===== src/hdl/assert_macros.svh =====
// assertion helpers, clocked on i_clk and held off during reset
`ifndef ASSERT_MACROS_SVH
`define ASSERT_MACROS_SVH

// plain property that holds at every edge
`define VN_CHECK(lbl, prop) \
    lbl: assert property (@(posedge i_clk) disable iff (!i_rst_n) (prop)) \
        else $error("assertion failed");

// same-cycle implication
`define VN_IMPLY(lbl, ante, cons) \
    lbl: assert property (@(posedge i_clk) disable iff (!i_rst_n) (ante) |-> (cons)) \
        else $error("assertion failed");

`endif


===== src/hdl/vn_pkg.sv =====
package vn_pkg;

    localparam int N_LANES       = 4;
    localparam int MODE_W        = 2;
    localparam int COMP_W        = 32;
    localparam int MAG_W         = 32;
    localparam int SQ_W          = 2 * MAG_W;
    localparam int SUM_W         = SQ_W + 2;
    localparam int ROOT_W        = SUM_W / 2;
    localparam int REM_W         = ROOT_W + 3;
    localparam int OUT_FRAC_BITS = 14;
    localparam int UNIT_W        = 16;
    localparam int DIV_BITS      = OUT_FRAC_BITS + 1;
    localparam int CMP_W         = ROOT_W + DIV_BITS;
    localparam int SAT_W         = (DIV_BITS > UNIT_W + 1) ? DIV_BITS : UNIT_W + 1;
    localparam int FRONT_LAT     = 2;
    localparam int SUM_LAT       = 2;
    localparam int SQRT_LAT      = SUM_LAT + ROOT_W;
    localparam int PIPE_LAT      = FRONT_LAT + SQRT_LAT + DIV_BITS + 1;

    localparam logic [MODE_W-1:0] MODE_2D = 2'd0;
    localparam logic [MODE_W-1:0] MODE_3D = 2'd1;
    localparam logic [MODE_W-1:0] MODE_4D = 2'd2;

    typedef struct packed {
        logic [MAG_W-1:0] mag;
        logic             neg;
        logic             used;
    } t_side;

endpackage


===== src/hdl/vn_lane.sv =====
module vn_lane (
    input  logic                      i_clk,
    input  logic                      i_en,
    input  logic [vn_pkg::COMP_W-1:0] i_comp,
    input  logic                      i_used,
    output vn_pkg::t_side             o_side,
    output logic [vn_pkg::SQ_W-1:0]   o_sq
);
    import vn_pkg::*;

    t_side            r_side1;
    t_side            n_side1;
    t_side            r_side2;
    logic [SQ_W-1:0]  r_sq;
    logic [SQ_W-1:0]  n_sq;

    always_comb begin
        n_side1.neg  = i_comp[COMP_W-1];
        n_side1.mag  = i_comp[COMP_W-1] ? (~i_comp + 1'b1) : i_comp;
        n_side1.used = i_used;
        n_sq         = r_side1.used ? (SQ_W'(r_side1.mag) * SQ_W'(r_side1.mag)) : '0;
    end

    always_ff @(posedge i_clk) begin
        if (i_en) begin
            r_side1 <= n_side1;
            r_side2 <= r_side1;
            r_sq    <= n_sq;
        end
    end

    assign o_side = r_side2;
    assign o_sq   = r_sq;
endmodule


===== config.mk =====
export PLATFORM = sky130hd
export DESIGN_NAME = vn_lane
export DESIGN_NICKNAME = d
export VERILOG_FILES = /design/src/hdl/assert_macros.svh /design/src/hdl/vn_pkg.sv /design/src/hdl/vn_lane.sv
export SDC_FILE = /design/constraint.sdc
export NUM_CORES = 2
export LEC_CHECK = 0
export ABC_AREA = 1
export BUFFER_PORTS_ARGS = -buffer_cell sky130_fd_sc_hd__buf_2
export CAP_MARGIN = 10
export CORE_UTILIZATION = 35
export DETAILED_ROUTE_END_ITERATION = 8
export PLACE_DENSITY = 0.6
export SLEW_MARGIN = 20
export SYNTH_ARGS = -nofsm -noshare
export SYNTH_HDL_FRONTEND = slang
export SYNTH_SLANG_ARGS = --single-unit

===== constraint.sdc =====
create_clock -name i_clk -period 8.6 [get_ports i_clk]
set_input_delay 1.29 -clock i_clk [delete_from_list [all_inputs] [get_ports i_clk]]
set_output_delay 1.29 -clock i_clk [all_outputs]
set_load 0.02 [all_outputs]

==> impl_metrics.json <==
{
  "yosys.cell_types.count": 37,
  "place.gp.congestion": 0.9453,
  "grt_pass1_vias": 28540,
  "initial_core_util": 0.3542,
  "grt_first_pass_wirelength_um": 159500,
  "critPathCapture": "o_sq[62]",
  "drv_slew": 0,
  "cts_resized": 0,
  "reg2reg_to": "o_sq[62]",
  "async_reset_ff_frac": 0,
  "status": "finished clean",
  "route.met2.wl_um": 44990,
  "die_area_um2": 106300,
  "synth_edf_count": 131,
  "min_period_ns": 7.725,
  "fmax_mhz": 129.4,
  "wl_um": 98960,
  "cts_max_level": 4,
  "core_area_um2": 103800,
  "yosysWarnings": 0,
  "avgSynthCellArea_um2": 8.287,
  "cts_tree": "yes",
  "crit_family": "adder cells",
  "tightest_slew_ns": 1.061,
  "ys_seq_area_frac": 0.1070,
  "cp-end-kind": "flop",
  "nNetsFinal": 5669,
  "worst_ep_required_time_ns": 8.85,
  "cap_violations": 0,
  "crit_type": "reg -> reg",
  "rsz0062_at_grt": "no",
  "ant_nets": 0,
  "period_share": 0.8983,
  "die_w_um": 326.1,
  "skew_ns": 0.02892,
  "start_kind": "flop",
  "post_drt_wl_per_cell_um": 16.68,
  "die_h_um": 326.1,
  "critPathArrivalTime_ns": 7.97,
  "slew_headroom": 0.2929,
  "synth-seq-cells": 131,
  "cp.depth": 23,
  "rows": 118,
  "area_delta_synth_final_pct": 8.438,
  "clock_path_buffers": 2,
  "fin_cells": 5934,
  "dpl.hpwl_um": 86300,
  "ctsRootBufferMaster": "clkbuf_16",
  "max_stage_delay_ns": 0.92,
  "grt_overflow_total": 0,
  "wl_met3_um": 6587,
  "drt_iter0_drc": 1798,
  "met1Wirelength_um": 45620,
  "layout-drive-gt1-share": 0.07050,
  "vias": 27130,
  "clock_sinks": 131,
  "grt_max_degree": 85,
  "cts_made_buffers": 17,
  "port_buffers": 131,
  "syn_nets": 5565,
  "cp_cell_sequence": "buf_4, nand2_1, inv_1, fa_1, fa_1, inv_1, fa_1, fa_1, inv_1, fa_1, fa_1, fa_1, fa_1, ha_1, nand2_1, nor2_2, nand2_1, nor2_1, nand2_2, nand2_2, nand2_1, a21oi_1, nor2_1",
  "post_cts_buffers": 0,
  "clkTransAtPathRegs_ns": 0.09,
  "track_usage": 0.1944,
  "final-setup-viol-count": 0,
  "rr_startpoint": "r_side1[23]",
  "clk_latency_ns": 0.51,
  "fillCellCount": 10610,
  "finalSetupTns_ns": 0,
  "drtPass1Iterations": 6,
  "crit_slowest_cell": "edfxtp_1",
  "drc": 0,
  "hold_path.class": "reg -> reg",
  "whs_path_depth": 0,
  "pin_count": 133,
  "hold_viol_final": 0,
  "place_inst": 5901,
  "final_util": 0.3840,
  "cp_max_fo": 11,
  "startpoint": "r_side1[23]",
  "reg2reg_setup_slack_ns": 0.87,
  "viasPerCell": 4.572,
  "crit_top_cell": "fa_1",
  "antenna_found_initial": 3,
  "cts_hold_buf": 0,
  "top_layer_used": "met4",
  "hold_slack_ns": 0.4278,
  "synthesis.area_um2": 36760,
  "synthCells": 4436,
  "reg2reg_depth": 23,
  "ys.flop_type": "edfxtp_1",
  "path_buf_inv": 4
}
## registers in the layout (all words and copies together), names as in the netlist
register / count
r_side1: 34
o_sq: 63
o_side: 34
## layout by cell type, fill, tap and decap left out, types with 2 or more instances in the layout
cell type / n
inv_6: 3
a21oi_1: 110
a21o_1: 5
nor4_1: 3
a31o_2: 5
nand3_2: 8
nor3_1: 9
o21bai_1: 24
nor2_2: 29
buf_2: 130
or2_1: 2
clkbuf_16: 17
inv_1: 1462
ha_1: 302
fa_1: 792
buf_12: 3
nand2_2: 29
nor2_4: 3
clkinv_8: 3
clkinv_1: 2
buf_4: 64
edfxtp_1: 131
nand3_1: 72
xor2_1: 51
inv_2: 6
o21a_1: 3
inv_8: 7
o21ai_0: 39
a31oi_1: 3
nand4_1: 12
nand2_1: 1036
nor2_1: 146
or2_2: 6
xnor2_1: 21
and2_1: 5
nor4_2: 3
## how the worst min path moves through the flow
stage / startpoint / endpoint / slack (ns)
5_1_grt: r_side1[1] / o_side[1] / 0.44
6_report: r_side1[1] / o_side[1] / 0.43
3_3_place_gp: r_side1[1] / o_side[1] / 0.40
2_1_floorplan: r_side1[1] / o_side[1] / 0.40
4_1_cts: r_side1[1] / o_side[1] / 0.43
3_5_place_dp: r_side1[1] / o_side[1] / 0.42
## cells by family after synthesis
group,count (synthesis),synth area share
buffers and inverters,1583,0.1619
and+or+nand+nor,1365,0.1509
adders and majority gates,1094,0.5341
AOI/OAI and AO/OA,190,0.02876
DFF,131,0.1070
xor gates and xnor gates,72,0.01716
other,1,0.0001020
## per-layer routing
layer  global-route usage  up-vias
met5                    0        -
met4              0.04021        0
met3              0.03185      109
met2               0.3070      757
met1               0.2800    13500
li1                     -    12770
## stage by stage
| step | cell area [um^2] | worst slack, ns |
|---|---|---|
| after floorplan | 36760 | 1.872 |
| after global placement | 39250 | 0.9734 |
| after detailed placement | 39250 | 0.9688 |
| after CTS | 39860 | 0.9163 |
| after global routing | 39860 | 0.5139 |
| final | 39860 | 0.8745 |
## worst reg2reg max path: stages (launching register included)
cell	delay, ns
edfxtp_1	0.92
buf_4	0.36
nand2_1	0.08
inv_1	0.19
fa_1	0.47
fa_1	0.53
inv_1	0.05
fa_1	0.52
fa_1	0.56
inv_1	0.05
fa_1	0.51
fa_1	0.60
fa_1	0.46
fa_1	0.46
ha_1	0.40
nand2_1	0.15
nor2_2	0.20
nand2_1	0.17
nor2_1	0.26
nand2_2	0.09
nand2_2	0.15
nand2_1	0.09
a21oi_1	0.13
nor2_1	0.07
## cell usage after synthesis (all sizes together), types with 24 or more instances
master	instances	area [um^2]
nor2	178	763.2
nand2	1065	4070
edfxtp	131	3934
fa	792	15860
inv	1468	5510
a21oi	110	550.5
xor2	51	446.7
o21bai	24	180.2
o21ai	40	204.0
clkbuf	92	345.3
nand3	80	440.4
ha	302	3779
## final cells by class
| type | instances | area [um^2] | area share |
|---|---|---|---|
| Clock buffer | 17 | 425.4 | 0.01067 |
| Timing Repair Buffer | 198 | 1202 | 0.03017 |
| Antenna cell | 1 | 2.502 | 0.00006278 |
| Multi-Input combinational cell | 2722 | 26870 | 0.6742 |
| Clock inverter | 15 | 178.9 | 0.004489 |
| Inverter | 1470 | 5518 | 0.1384 |
| Sequential cell | 131 | 3934 | 0.09869 |
| Tap cell | 1380 | 1727 | 0.04332 |
Power is not shown: default switching activity piles up to over one toggle a cycle in this logic, so the estimate is an artifact.
