--- src/hdl/assert_macros.svh ---
// assertion helpers, clocked on i_clk and held off during reset
`ifndef ASSERT_MACROS_SVH
`define ASSERT_MACROS_SVH

// plain property that holds at every edge
`define VN_CHECK(lbl, prop) \
    lbl: assert property (@(posedge i_clk) disable iff (!i_rst_n) (prop)) \
        else $error("assertion failed");

// same-cycle implication
`define VN_IMPLY(lbl, ante, cons) \
    lbl: assert property (@(posedge i_clk) disable iff (!i_rst_n) (ante) |-> (cons)) \
        else $error("assertion failed");

`endif

--- src/hdl/vn_pkg.sv ---
package vn_pkg;

    localparam int N_LANES       = 4;
    localparam int MODE_W        = 2;
    localparam int COMP_W        = 32;
    localparam int MAG_W         = 32;
    localparam int SQ_W          = 2 * MAG_W;
    localparam int SUM_W         = SQ_W + 2;
    localparam int ROOT_W        = SUM_W / 2;
    localparam int REM_W         = ROOT_W + 3;
    localparam int OUT_FRAC_BITS = 14;
    localparam int UNIT_W        = 16;
    localparam int DIV_BITS      = OUT_FRAC_BITS + 1;
    localparam int CMP_W         = ROOT_W + DIV_BITS;
    localparam int SAT_W         = (DIV_BITS > UNIT_W + 1) ? DIV_BITS : UNIT_W + 1;
    localparam int FRONT_LAT     = 2;
    localparam int SUM_LAT       = 2;
    localparam int SQRT_LAT      = SUM_LAT + ROOT_W;
    localparam int PIPE_LAT      = FRONT_LAT + SQRT_LAT + DIV_BITS + 1;

    localparam logic [MODE_W-1:0] MODE_2D = 2'd0;
    localparam logic [MODE_W-1:0] MODE_3D = 2'd1;
    localparam logic [MODE_W-1:0] MODE_4D = 2'd2;

    typedef struct packed {
        logic [MAG_W-1:0] mag;
        logic             neg;
        logic             used;
    } t_side;

endpackage

--- src/hdl/vn_sqrt.sv ---
module vn_sqrt (
    input  logic                      i_clk,
    input  logic                      i_en,
    input  logic [vn_pkg::SQ_W-1:0]   i_sq [vn_pkg::N_LANES],
    output logic [vn_pkg::ROOT_W-1:0] o_len
);
    import vn_pkg::*;

    logic [SUM_W-1:0]  r_s01;
    logic [SUM_W-1:0]  r_s23;
    logic [SUM_W-1:0]  r_rad  [ROOT_W+1];
    logic [REM_W-1:0]  r_rem  [ROOT_W+1];
    logic [ROOT_W-1:0] r_root [ROOT_W+1];

    always_ff @(posedge i_clk) begin
        if (i_en) begin
            r_s01    <= SUM_W'(i_sq[0]) + SUM_W'(i_sq[1]);
            r_s23    <= SUM_W'(i_sq[2]) + SUM_W'(i_sq[3]);
            r_rad[0] <= r_s01 + r_s23;
            r_rem[0] <= '0;
            r_root[0] <= '0;
        end
    end

    // one root bit per stage, two radicand bits consumed from the top
    for (genvar k = 0; k < ROOT_W; k++) begin : g_stage
        logic [REM_W-1:0] n_rs;
        logic [REM_W-1:0] n_t;
        logic             n_ge;

        always_comb begin
            n_rs = {r_rem[k][REM_W-3:0], r_rad[k][SUM_W-1 -: 2]};
            n_t  = {1'b0, r_root[k], 2'b01};
            n_ge = (n_rs >= n_t);
        end

        always_ff @(posedge i_clk) begin
            if (i_en) begin
                r_rad[k+1]  <= {r_rad[k][SUM_W-3:0], 2'b00};
                r_rem[k+1]  <= n_ge ? (n_rs - n_t) : n_rs;
                r_root[k+1] <= {r_root[k][ROOT_W-2:0], n_ge};
            end
        end
    end

    assign o_len = r_root[ROOT_W];
endmodule

--- config.mk ---
export PLATFORM = sky130hd
export DESIGN_NAME = vn_sqrt
export DESIGN_NICKNAME = d
export VERILOG_FILES = /design/src/hdl/assert_macros.svh /design/src/hdl/vn_pkg.sv /design/src/hdl/vn_sqrt.sv
export SDC_FILE = /design/constraint.sdc
export NUM_CORES = 2
export LEC_CHECK = 0
export BUFFER_PORTS_ARGS = -buffer_cell sky130_fd_sc_hd__buf_4
export CORE_AREA = 2 2 756 532
export CTS_CLUSTER_SIZE = 10
export DETAILED_ROUTE_END_ITERATION = 7
export DIE_AREA = 0 0 758 534
export HOLD_SLACK_MARGIN = 0.1
export PLACE_DENSITY = 0.46
export RECOVER_POWER = 100
export SKIP_LAST_GASP = 1
export SYNTH_ARGS = -nofsm -noshare
export SYNTH_HDL_FRONTEND = slang
export SYNTH_MEMORY_MAX_BITS = 65536
export SYNTH_SLANG_ARGS = --single-unit
--- constraint.sdc ---
create_clock -name i_clk -period 6.8 [get_ports i_clk]
set_clock_uncertainty 0.1 [all_clocks]
set_input_delay 0.34 -clock i_clk [delete_from_list [all_inputs] [get_ports i_clk]]
set_output_delay 0.34 -clock i_clk [all_outputs]
set_load 0.03 [all_outputs]
==> summary.txt <==
STA
  • Final setup viols: 0
  • Slew Limit Fails: 2189
  • Tcrit/Tclk final: 0.816
  • Achievable Freq: 180 MHz
  • Slew @ Worst Pin: 3.74 ns
  • Rel. slew slack: -1.49
  • Hold Vio Cnt, Final: 0
  • Total negative slack: 0 ns
  • Minimum clock period after layout: ~5.6 ns
  • RSZ-0062 raised after global routing: false
  • Post-route worst setup slack: 1.25 ns

Clocking
  • Worst-Skew Late Latency: roughly 0.95 ns
  • Number of buffers created by CTS: 332
  • Root Driver: clkbuf_16
  • CTS H-tree depth: 5
  • CTS tree: built
  • Clock tree sinks: 2850
  • Clk slew on worst S/H paths: 0.05 ns
  • Longest Clk Path Bufs: 4

Synthesis
  • Area of the mapped netlist: between 0.1 and 0.15 mm^2
  • Multiplexer area fraction after synthesis: 0.00594
  • Register area share after synthesis: 0.617
  • Cells after Synth: approximately 11000
  • Largest area contributor in the netlist: edfxtp_1
  • Top_reg_cell synth: edfxtp_1
  • Yosys Warn Count: 0
  • Largest family of logic cells by synthesized area: compound AO/OA/AOI/OAI gates
  • Top post-synthesis cells by area: edfxtp_1 (62%), ha_1 (7.1%), xnor2_1 (3.4%)
  • Post-Synth Adder-Cell Area: 0.0715
  • Post-synth EDFFs: between 2000 and 3000
  • Synth top area share: 0.617
  • Synthesized net count: between 10000 and 15000
  • Mean post-synth cell area: 12.5 um^2
  • Synth cell types: 85
  • Post-synthesis async set-or-reset flop share: 0
  • XOR/XNOR Fraction of Synth Area: 0.0653
  • Compound-Gate Fraction of Synth Area: 0.114
  • Post-Synth Simple-Gate Area: 0.0994
  • #FFs+latches synth: 2850

Critical path
  • Critical path arrival: 6.10 ns
  • Critical Path Source Type: flip-flop
  • Worst-path cell chain: ha_1 -> nor2b_1 -> o21a_1 -> o21ai_0 -> a211oi_1 -> o31a_1 -> nand2b_1 -> nor2b_1 -> clkbuf_1 -> inv_1 -> mux2_2
  • Worst EP required: 7.35 ns
  • Maximum single-stage delay on the critical path: 1.54 ns
  • Worst reg2reg path depth: 11
  • Crit-path leading delay family: buffers and inverters
  • Kind of critical path: reg2reg
  • Crit Path Max Fanout: between 50 and 60
  • Buffer and inverter count on the worst path: 2
  • Worst R2R Start: r_rem[26][0]
  • CP most frequent cell: nor2b_1
  • Highest-delay cell along the critical path: clkbuf_1
  • Crit Reg-Reg Endpoint: r_rem[27][19]
  • Flop-to-flop setup slack: 1.25 ns
  • CP Capture Type: flip-flop

Pwr
  • Clock power share: 0.305
  • Cell Pwr Density: ~320 mW/mm^2
  • Lkg Pwr: 0.0610 uW
  • Combinational share of power: 0.225
  • Net switching power: 14800 uW
  • PnR Total Power: slightly above 50000 uW
  • Sequential power share: 0.470
  • Peak supply drop: 0.189 mV
  • Int Pwr: 36600 uW
  • Sw Share: 0.289

Placement
  • GP Congestion: 0.867
  • Placed Instance Area: 0.148 mm^2
  • Place WS: 1.72 ns
  • IO Port Bufs: 290
  • DP Wirelength: 233000 um

Floorplan
  • Top Ports: 291
  • Die area: 0.405 mm^2
  • Rows: 194
  • Core Region: 0.398 mm^2
  • Die X: ~760 um
  • Die Y: 534 um
  • Starting Density: 0.349

Status
  • Status: complete, but fails checks
  • Failing checks: max-capacitance violations, max-slew violations

Hold path
  • Hold Crit Endpoint: r_s01[43]
  • Hold Crit Class: in2reg
  • Hold Path Cell Cnt: 4
  • Hold Startpoint: i_sq[235]

Finish
  • Post-route cell area: 0.160 mm^2
  • Final net count: 13000
  • Post-layout util: 0.402
  • Layout area overhead: 15.1%
  • Most frequent cells in the layout: edfxtp_1 (2850), nand2_1 (856), inv_1 (791), ha_1 (789), a21oi_1 (711)
  • Commonest non-fill, non-tap cell in the layout: edfxtp_1
  • Share of layout cells above drive strength 1: 0.0660

Global routing
  • Antenna violations before repair: 3
  • Vias in the first global route: 88200
  • Total GRT Usage: 0.154
  • First-pass GRT wire length: 503000 um
  • Largest net degree at the start of global routing: 195
  • Grt ovf: 0

Route
  • Starting DRC count in detailed routing: 5616
  • Routed wire length: around 320000 um
  • Residual DRC count: 0
  • Vias: 87400
  • Via density: 5.04
  • TritonRoute pass-1 iters: 6
  • Avg WL per Cell: 18.4 um
  • Final ANT Viol Nets: 0

Flow run
  • Maxcap violations: 31
==> worst max path at each step <==
stage / startpoint / endpoint / slack, ns / depth (start not counted)
global route: i_en / r_rem[23][11] / 0.81 / 4
detailed placement: r_rem[29][0] / r_rem[30][4] / 1.72 / 12
floorplan: r_rem[29][0] / r_rem[30][11] / 2.95 / 12
CTS: i_sq[64] / r_s23[60] / 1.67 / 17
global placement: r_rem[29][0] / r_rem[30][4] / 1.78 / 12
finish: r_rem[26][0] / r_rem[27][19] / 1.25 / 11
==> cell type report <==
type / instances / area, um^2
Fill cell: 37100 / 238000
Tap cell: 5292 / 6620
Multi-Input combinational cell: 7257 / 49400
Antenna cell: 6 / 15.0
Timing Repair Buffer: 721 / 6110
Clock buffer: 380 / 8620
Clock inverter: 44 / 463
Sequential cell: 2850 / 85600
Inverter: 792 / 2970
==> logic make-up (layout without fill, tap and decap cells) <==
logic type	count (synthesis)	after routing
other	1	7
flip-flops	2850	2850
multiplexers	74	74
AND/OR/NAND/NOR	2830	2830
buffers and inverters	1011	1937
AO/OA/AOI/OAI	2525	2525
adder cells (fa/ha/maj)	792	792
XOR/XNOR	1035	1035
==> through the flow <==
| step | cells | hold WS, ns |
|---|---|---|
| 2_1_floorplan | 11100 | 0.300 |
| 5_1_grt | 17300 | 0.161 |
| 4_1_cts | 17300 | 0.102 |
| 3_5_place_dp | 16600 | 0.305 |
| 6_report | 17300 | 0.196 |
| 3_3_place_gp | 16600 | 0.300 |
==> Yosys cell counts (all sizes together) (21+ instances only) <==
| cell | n |
|---|---|
| a211o | 32 |
| a211oi | 67 |
| a21boi | 35 |
| a21o | 349 |
| a21oi | 713 |
| a221o | 21 |
| a221oi | 24 |
| a31oi | 71 |
| and2 | 45 |
| and3 | 74 |
| buf | 31 |
| clkbuf | 188 |
| edfxtp | 2850 |
| ha | 789 |
| inv | 791 |
| mux2 | 67 |
| nand2 | 856 |
| nand2b | 146 |
| nand3 | 173 |
| nand3b | 28 |
| nand4 | 120 |
| nor2 | 595 |
| nor2b | 115 |
| nor3 | 271 |
| nor3b | 21 |
| nor4 | 106 |
| o211ai | 32 |
| o21a | 135 |
| o21ai | 681 |
| o21bai | 94 |
| o31ai | 64 |
| o41ai | 24 |
| or2 | 59 |
| or3 | 115 |
| or4 | 57 |
| xnor2 | 538 |
| xor2 | 497 |
==> timing repair <==
item | in CTS | in global routing
resized for setup | 0 | 0
buffers inserted | 0 | 0
hold endpoints to repair | 324 | 0
hold buffers | 362 | 0
==> worst min-delay path: stages <==
cell and delay, ns:
buf_4 0.08, ha_1 0.32, nand2b_1 0.18, o2111ai_1 0.14
==> state kept, by name (all words and copies together), names as in the netlist <==
signal and cells:
r_rad 1122, r_rem 1037, r_root 561, r_s01 65
r_s23 65
==> power groups by stage <==
stage / Clock [uW] / Combinational [uW] / Sequential, uW
after floorplan: 0 / 8170 / 23800
after global placement: 0 / 11100 / 24500
after detailed placement: 0 / 11200 / 24500
after CTS: 16300 / 11700 / 24100
after global routing: 17000 / 13000 / 24400
final: 15700 / 11600 / 24100
==> routing by layer <==
metal	routed length, um	GRT usage	vias up
met2	141000	0.242	2054
met5	0	0	-
met4	9820	0.0470	0
met1	154000	0.221	42000
li1	-	-	42800
met3	13800	0.0210	561
Note: power is estimated with default switching activity, not from simulation.
