**config.mk**
```make
export PLATFORM = sky130hd
export DESIGN_NAME = vn_div_lane
export DESIGN_NICKNAME = d
export VERILOG_FILES = /design/src/hdl/assert_macros.svh /design/src/hdl/vn_pkg.sv /design/src/hdl/vn_div_lane.sv
export SDC_FILE = /design/constraint.sdc
export NUM_CORES = 2
export LEC_CHECK = 0
export ABC_AREA = 1
export BUFFER_PORTS_ARGS = -buffer_cell sky130_fd_sc_hd__clkbuf_2
export CAP_MARGIN = 20
export CORE_MARGIN = 1.5
export CORE_UTILIZATION = 50
export CTS_CLUSTER_SIZE = 8
export DETAILED_ROUTE_END_ITERATION = 7
export PLACE_DENSITY = 0.73
export RECOVER_POWER = 50
export SYNTH_ARGS = -nofsm -noshare
export SYNTH_HDL_FRONTEND = slang
export SYNTH_SLANG_ARGS = --single-unit
export TNS_END_PERCENT = 30
```
**constraint.sdc**
```tcl
create_clock -name i_clk -period 2.79 [get_ports i_clk]
set_input_delay 0.1395 -clock i_clk [delete_from_list [all_inputs] [get_ports i_clk]]
set_output_delay 0.1395 -clock i_clk [all_outputs]
set_load 0.01 [all_outputs]
```
**src/hdl/assert_macros.svh**
```systemverilog
// assertion helpers, clocked on i_clk and held off during reset
`ifndef ASSERT_MACROS_SVH
`define ASSERT_MACROS_SVH

// plain property that holds at every edge
`define VN_CHECK(lbl, prop) \
    lbl: assert property (@(posedge i_clk) disable iff (!i_rst_n) (prop)) \
        else $error("assertion failed");

// same-cycle implication
`define VN_IMPLY(lbl, ante, cons) \
    lbl: assert property (@(posedge i_clk) disable iff (!i_rst_n) (ante) |-> (cons)) \
        else $error("assertion failed");

`endif

```
**src/hdl/vn_pkg.sv**
```systemverilog
package vn_pkg;

    localparam int N_LANES       = 4;
    localparam int MODE_W        = 2;
    localparam int COMP_W        = 32;
    localparam int MAG_W         = 32;
    localparam int SQ_W          = 2 * MAG_W;
    localparam int SUM_W         = SQ_W + 2;
    localparam int ROOT_W        = SUM_W / 2;
    localparam int REM_W         = ROOT_W + 3;
    localparam int OUT_FRAC_BITS = 14;
    localparam int UNIT_W        = 16;
    localparam int DIV_BITS      = OUT_FRAC_BITS + 1;
    localparam int CMP_W         = ROOT_W + DIV_BITS;
    localparam int SAT_W         = (DIV_BITS > UNIT_W + 1) ? DIV_BITS : UNIT_W + 1;
    localparam int FRONT_LAT     = 2;
    localparam int SUM_LAT       = 2;
    localparam int SQRT_LAT      = SUM_LAT + ROOT_W;
    localparam int PIPE_LAT      = FRONT_LAT + SQRT_LAT + DIV_BITS + 1;

    localparam logic [MODE_W-1:0] MODE_2D = 2'd0;
    localparam logic [MODE_W-1:0] MODE_3D = 2'd1;
    localparam logic [MODE_W-1:0] MODE_4D = 2'd2;

    typedef struct packed {
        logic [MAG_W-1:0] mag;
        logic             neg;
        logic             used;
    } t_side;

endpackage

```
**src/hdl/vn_div_lane.sv**
```systemverilog
module vn_div_lane (
    input  logic                      i_clk,
    input  logic                      i_en,
    input  vn_pkg::t_side             i_side,
    input  logic [vn_pkg::ROOT_W-1:0] i_len,
    output logic [vn_pkg::UNIT_W-1:0] o_unit
);
    import vn_pkg::*;

    logic [CMP_W-1:0]    r_rem  [DIV_BITS+1];
    logic [DIV_BITS-1:0] r_q    [DIV_BITS+1];
    logic [ROOT_W-1:0]   r_len  [DIV_BITS+1];
    logic                r_neg  [DIV_BITS+1];
    logic                r_used [DIV_BITS+1];
    logic [UNIT_W-1:0]   r_unit;
    logic [UNIT_W-1:0]   n_unit;
    logic [SAT_W-1:0]    n_qe;

    always_comb begin
        r_rem[0]  = CMP_W'(i_side.mag) << OUT_FRAC_BITS;
        r_q[0]    = '0;
        r_len[0]  = i_len;
        r_neg[0]  = i_side.neg;
        r_used[0] = i_side.used;
    end

    // restoring division, quotient msb first
    for (genvar j = 0; j < DIV_BITS; j++) begin : g_stage
        localparam int K = DIV_BITS - 1 - j;
        logic [CMP_W-1:0] n_d;
        logic             n_ge;

        always_comb begin
            n_d  = CMP_W'(r_len[j]) << K;
            n_ge = (r_rem[j] >= n_d);
        end

        always_ff @(posedge i_clk) begin
            if (i_en) begin
                r_rem[j+1]  <= n_ge ? (r_rem[j] - n_d) : r_rem[j];
                r_q[j+1]    <= r_q[j] | (DIV_BITS'(n_ge) << K);
                r_len[j+1]  <= r_len[j];
                r_neg[j+1]  <= r_neg[j];
                r_used[j+1] <= r_used[j];
            end
        end
    end

    always_comb begin
        n_qe = SAT_W'(r_q[DIV_BITS]);
        if (!r_used[DIV_BITS] || r_len[DIV_BITS] == '0) begin
            n_unit = '0;
        end else if (r_neg[DIV_BITS]) begin
            n_unit = (n_qe > SAT_W'(32768)) ? 16'h8000 : UNIT_W'(~n_qe + 1'b1);
        end else begin
            n_unit = (n_qe > SAT_W'(32767)) ? 16'h7fff : UNIT_W'(n_qe);
        end
    end

    always_ff @(posedge i_clk) begin
        if (i_en) begin
            r_unit <= n_unit;
        end
    end

    assign o_unit = r_unit;
endmodule
```
==> tab_implementation.tex <==
\begin{tabular}{lr}
\hline
Metric & Value \\
\hline
\multicolumn{2}{l}{\textbf{Run status}} \\
\quad Violations in the final reports & capacitance limit, slew limit \\
\quad Status & finished, violations left \\
\multicolumn{2}{l}{\textbf{Die}} \\
\quad Core area & 0.180 sq mm \\
\quad Die Ht & 429 um \\
\quad Top Ports & 85 \\
\quad Total Die Area & between 0.15 and 0.2 sq mm \\
\quad Effective utilization at floorplan & between 50\% and 60\% \\
\quad Die Span X & 429 um \\
\quad Placement row count & 156 \\
\multicolumn{2}{l}{\textbf{Power and ir drop}} \\
\quad Peak supply drop & 0.000533 V \\
\quad Final Power & a little under 100000 uW \\
\quad Proportion of power drawn by the clock network & 19.5\% \\
\quad Net switching component of the power & 45000 uW \\
\quad PD cells & 962 mW/mm\^{}2 \\
\quad Part of the total power dissipated in combinational logic & about half \\
\quad Internal Pwr Total & between 50000 and 60000 uW \\
\quad Leakage component of the power & 0.0544 uW \\
\quad Sequential share of power & 30.8\% \\
\quad Switching part of the total power & 45.5\% \\
\multicolumn{2}{l}{\textbf{Routing}} \\
\quad Detailed-route DRC error count & 0 \\
\quad Violation count after the first detailed-routing iteration & 8872 \\
\quad WL/cell & 19.1 um \\
\quad Via count normalized by instance count & 5.15 \\
\quad Total routed wirelength & about 310 mm \\
\quad Vias after detailed routing & roughly 83000 \\
\quad Count of TritonRoute iterations in the first routing pass & 8 \\
\quad Remaining antenna violation count after routing & 0 \\
\multicolumn{2}{l}{\textbf{Place}} \\
\quad \# placed instances & about 16000 \\
\quad Cell area reported after detailed placement & 0.0973 sq mm \\
\quad Port Buffer Count & 84 \\
\quad Final GP Congestion & 1.03 \\
\quad Post-detail-place hpwl & 257 mm \\
\multicolumn{2}{l}{\textbf{Critical path}} \\
\quad Source of the worst register-to-register timing path & g\_stage[7].n\_d[8]\$\_DFFE\_PP\_ \\
\quad FF-to-FF End & r\_rem[374]\$\_DFFE\_PP\_ \\
\quad Length in cells of the worst reg-to-reg path & 11 \\
\quad Worst EP arrival & 3.36 ns \\
\quad Req. time, crit path & 3.37 ns \\
\quad Kind of critical path & in -> reg \\
\quad Startpoint Class & input port \\
\quad Crit Path Max Fanout & 17 \\
\quad Setup slack on the worst flop-to-flop path & 0.07 ns \\
\quad CP Capture Type & flop \\
\multicolumn{2}{l}{\textbf{Clock tree}} \\
\quad Worst-Skew Late Latency & 0.85 ns \\
\quad Clk sinks & 1228 \\
\quad TritonCTS clock tree & built \\
\quad Htree depth & 4 \\
\quad TritonCTS buffer count & between 150 and 200 \\
\quad Cell chosen for the clock root & clkbuf\_16 \\
\quad CTS max path bufs & 3 \\
\quad Clock slew at reported path FFs & roughly 0.060 ns \\
\multicolumn{2}{l}{\textbf{STA}} \\
\quad Worst Tran Pin Value & 1.79 ns \\
\quad Final sum of negative setup slack & 0 ns \\
\quad Final Critical Period & 2.78 ns \\
\quad Worst-case clock skew & around 0.063 ns \\
\quad Final Hold Viols & 0 \\
\quad Final Cycle Share & 99.8\% \\
\quad Slew margin rel. & -19.3\% \\
\quad Final Max Tran Viols & 43 \\
\quad Minimum hold slack & 0.0447 ns \\
\quad Setup-violating endpoint count in the final report & 0 \\
\quad Setup repair after global routing missed its margin & true \\
\quad Max frequency & between 0.3 and 0.4 GHz \\
\multicolumn{2}{l}{\textbf{Yosys}} \\
\quad Dominant cell type by area after synthesis & edfxtp\_1 \\
\quad Predominant post-synthesis flop cell & edfxtp\_1 \\
\quad Distinct cells, synth & 51 \\
\quad Net count after synthesis & 13700 \\
\quad Ys async rst share & 0\% \\
\quad Count of yosys warnings during synthesis & 0 \\
\quad Netlist Area Pre-Place & 0.0906 sq mm \\
\quad Post-synth top area share & 40.7\% \\
\quad Number of synthesized register bits & 1228 \\
\quad Main area contributors after synthesis & edfxtp\_1, nand2\_1, inv\_1, ha\_1, nor2\_1 \\
\quad Post-Synthesis Cells & about 13000 \\
\quad Average footprint of a synthesized cell & 6.92 sq um \\
\quad Seq/Total Area, Yosys & 40.7\% \\
\quad Number of synthesized flops with an enable pin & 1228 \\
\multicolumn{2}{l}{\textbf{GRT}} \\
\quad GR Util met3 & approximately 4.6\% \\
\quad Layer with the highest usage after global routing & met2 \\
\quad GRT Overall Usage & 33.2\% \\
\quad Pin count of the biggest net entering global routing & 107 \\
\quad Wire length of the first global-routing pass & $\sim$460 mm \\
\quad Global route overflow & 0 \\
\quad Vias in the first global route & just under 80000 \\
\quad Initial antenna violation count & 6 \\
\quad Global routing met2 resource utilization & 52.5\% \\
\quad Global-route track usage on met1 & 45.8\% \\
\multicolumn{2}{l}{\textbf{Finish}} \\
\quad P\&R area growth vs syn & 13.6\% \\
\quad Non-Filler Instances & between 15000 and 20000 \\
\quad Share of layout cells above drive strength 1 & 6.52\% \\
\quad Fillers & 17600 \\
\quad Non-Filler Cell Area, Final & 0.103 sq mm \\
\quad Number of nets in the layout & about 14000 \\
\multicolumn{2}{l}{\textbf{Min path}} \\
\quad Sink of the worst hold path & g\_stage[1].n\_d[36]\$\_DFFE\_PP\_ \\
\quad Number of cells on the worst hold path & 2 \\
\quad Hold Crit Class & in -> reg \\
\quad Worst Min Path Start & i\_len[23] \\
\multicolumn{2}{l}{\textbf{Run}} \\
\quad Number of max-cap violations & 1 \\
\hline
\end{tabular}
## cells by family (layout without fill, tap and decap cells)
group,Yosys count,in the layout,share of synthesized area [%]
compound gates,494,494,3.05
xor+xnor,256,256,2.48
fa+ha+maj,508,508,7.14
buf+inv,2867,3630,12.4
flops,1228,1228,40.7
other cells,0,1,0
simple gates,7724,7724,34.2
## timing repair
action	4_1_cts	5_1_grt
gates resized for setup	0	66
hold endpoints to repair	267	0
buffers inserted	0	22
setup endpoints to repair	0	165
hold buffers	71	0
## worst max path at each step
stage / from / slack [ns] / to / cells past startpoint
final: i_len[18] / 0.005 / r_rem[688]$_DFFE_PP_ / 15
after global routing: i_len[28] / -0.01 / r_rem[688]$_DFFE_PP_ / 15
after CTS: i_side[2] / 0.02 / r_rem[688]$_DFFE_PP_ / 20
after detailed placement: r_rem[552]$_DFFE_PP_ / 0.06 / r_rem[515]$_DFFE_PP_ / 12
after global placement: r_rem[549]$_DFFE_PP_ / 0.06 / r_rem[515]$_DFFE_PP_ / 13
after floorplan: r_rem[637]$_SDFFCE_PN0P_ / 0.67 / r_rem[588]$_SDFFCE_PN0P_ / 9
## Yosys cell counts, drive strengths merged, types with 2 or more instances
library cell	n
nor4	18
xor2	243
nor3	115
or2	18
nand3	629
xnor2	13
ha	494
a21oi	405
and2	24
fa	14
a21boi	2
o211ai	2
clkbuf	3
nor3b	2
inv	2765
buf	99
nand4	144
and3	4
o21bai	25
nand3b	41
o21ai	52
nor2	1023
nand2	5705
edfxtp	1228
a21o	3
## cell usage in the layout, fill, tap and decap left out, types with 42 or more instances in the layout
| cell type | Yosys | routed |
|---|---|---|
| nand2_1 | 5671 | 5658 |
| inv_1 | 2755 | 2755 |
| edfxtp_1 | 1228 | 1228 |
| nor2_1 | 989 | 972 |
| nand3_1 | 620 | 619 |
| ha_1 | 494 | 473 |
| buf_4 | 18 | 360 |
| a21oi_1 | 353 | 352 |
| xor2_1 | 243 | 243 |
| clkbuf_16 | 0 | 176 |
| nand4_1 | 143 | 143 |
| nor3_1 | 110 | 110 |
| clkbuf_1 | 3 | 105 |
| dlygate4sd3_1 | 0 | 71 |
| clkbuf_2 | 0 | 70 |
| a21oi_2 | 52 | 51 |
| o21ai_0 | 48 | 46 |
| nand2_2 | 29 | 42 |
## final cells by class
type | instances | area [sq um] | area share [%]
antenna | 1 | 2.50 | 0.00243
sequential | 1228 | 36900 | 35.9
timing repair buffer | 655 | 5090 | 4.95
multi-input combinational | 8982 | 42700 | 41.5
clock inverter | 24 | 398 | 0.387
tap | 2370 | 2970 | 2.88
inverter | 2765 | 10400 | 10.1
clock buffer | 186 | 4440 | 4.32
## routing by layer
layer,wire [um],up-vias
li1,-,41500
met2,137000,3479
met3,25400,587
met1,133000,37900
met5,44,-
met4,13800,6
## power groups by stage
stage	logic (uW)	registers, uW	clock network, uW
after floorplan	32200	27900	0
after global placement	47400	30600	0
after detailed placement	47600	30500	0
after CTS	47900	30300	19600
after global routing	54800	30500	20300
final	49100	30400	19300
## worst max-delay path: stages
cell and delay, ns:
dlygate4sd3_1 0.56, clkbuf_2 0.20, inv_1 0.06, ha_1 0.36, nand2_2 0.11, nor2_1 0.17, nand2_1 0.13, nor2_2 0.17
nand4_1 0.19, nand3b_1 0.18, nand2_2 0.16, buf_6 0.21, nand3_1 0.09, nand2_1 0.06, dlygate4sd3_1 0.56
## flip-flops by register name (all words and copies together), names as in the netlist
signal       flops
r_used          15
r_q            105
r_neg           15
r_len           33
n_qe            15
r_rem          567
g_stage.n_d    462
o_unit          16
## through the flow
| step | utilization [%] | worst slack (ns) |
|---|---|---|
| 3_3_place_gp | 53.9 | 0.0598 |
| 6_report | 57.0 | 0.00509 |
| 5_1_grt | 57.0 | -0.0121 |
| 3_5_place_dp | 53.9 | 0.0613 |
| 4_1_cts | 57.0 | 0.0248 |
| 2_1_floorplan | - | 0.668 |
Power figures use the tool's default switching activity.
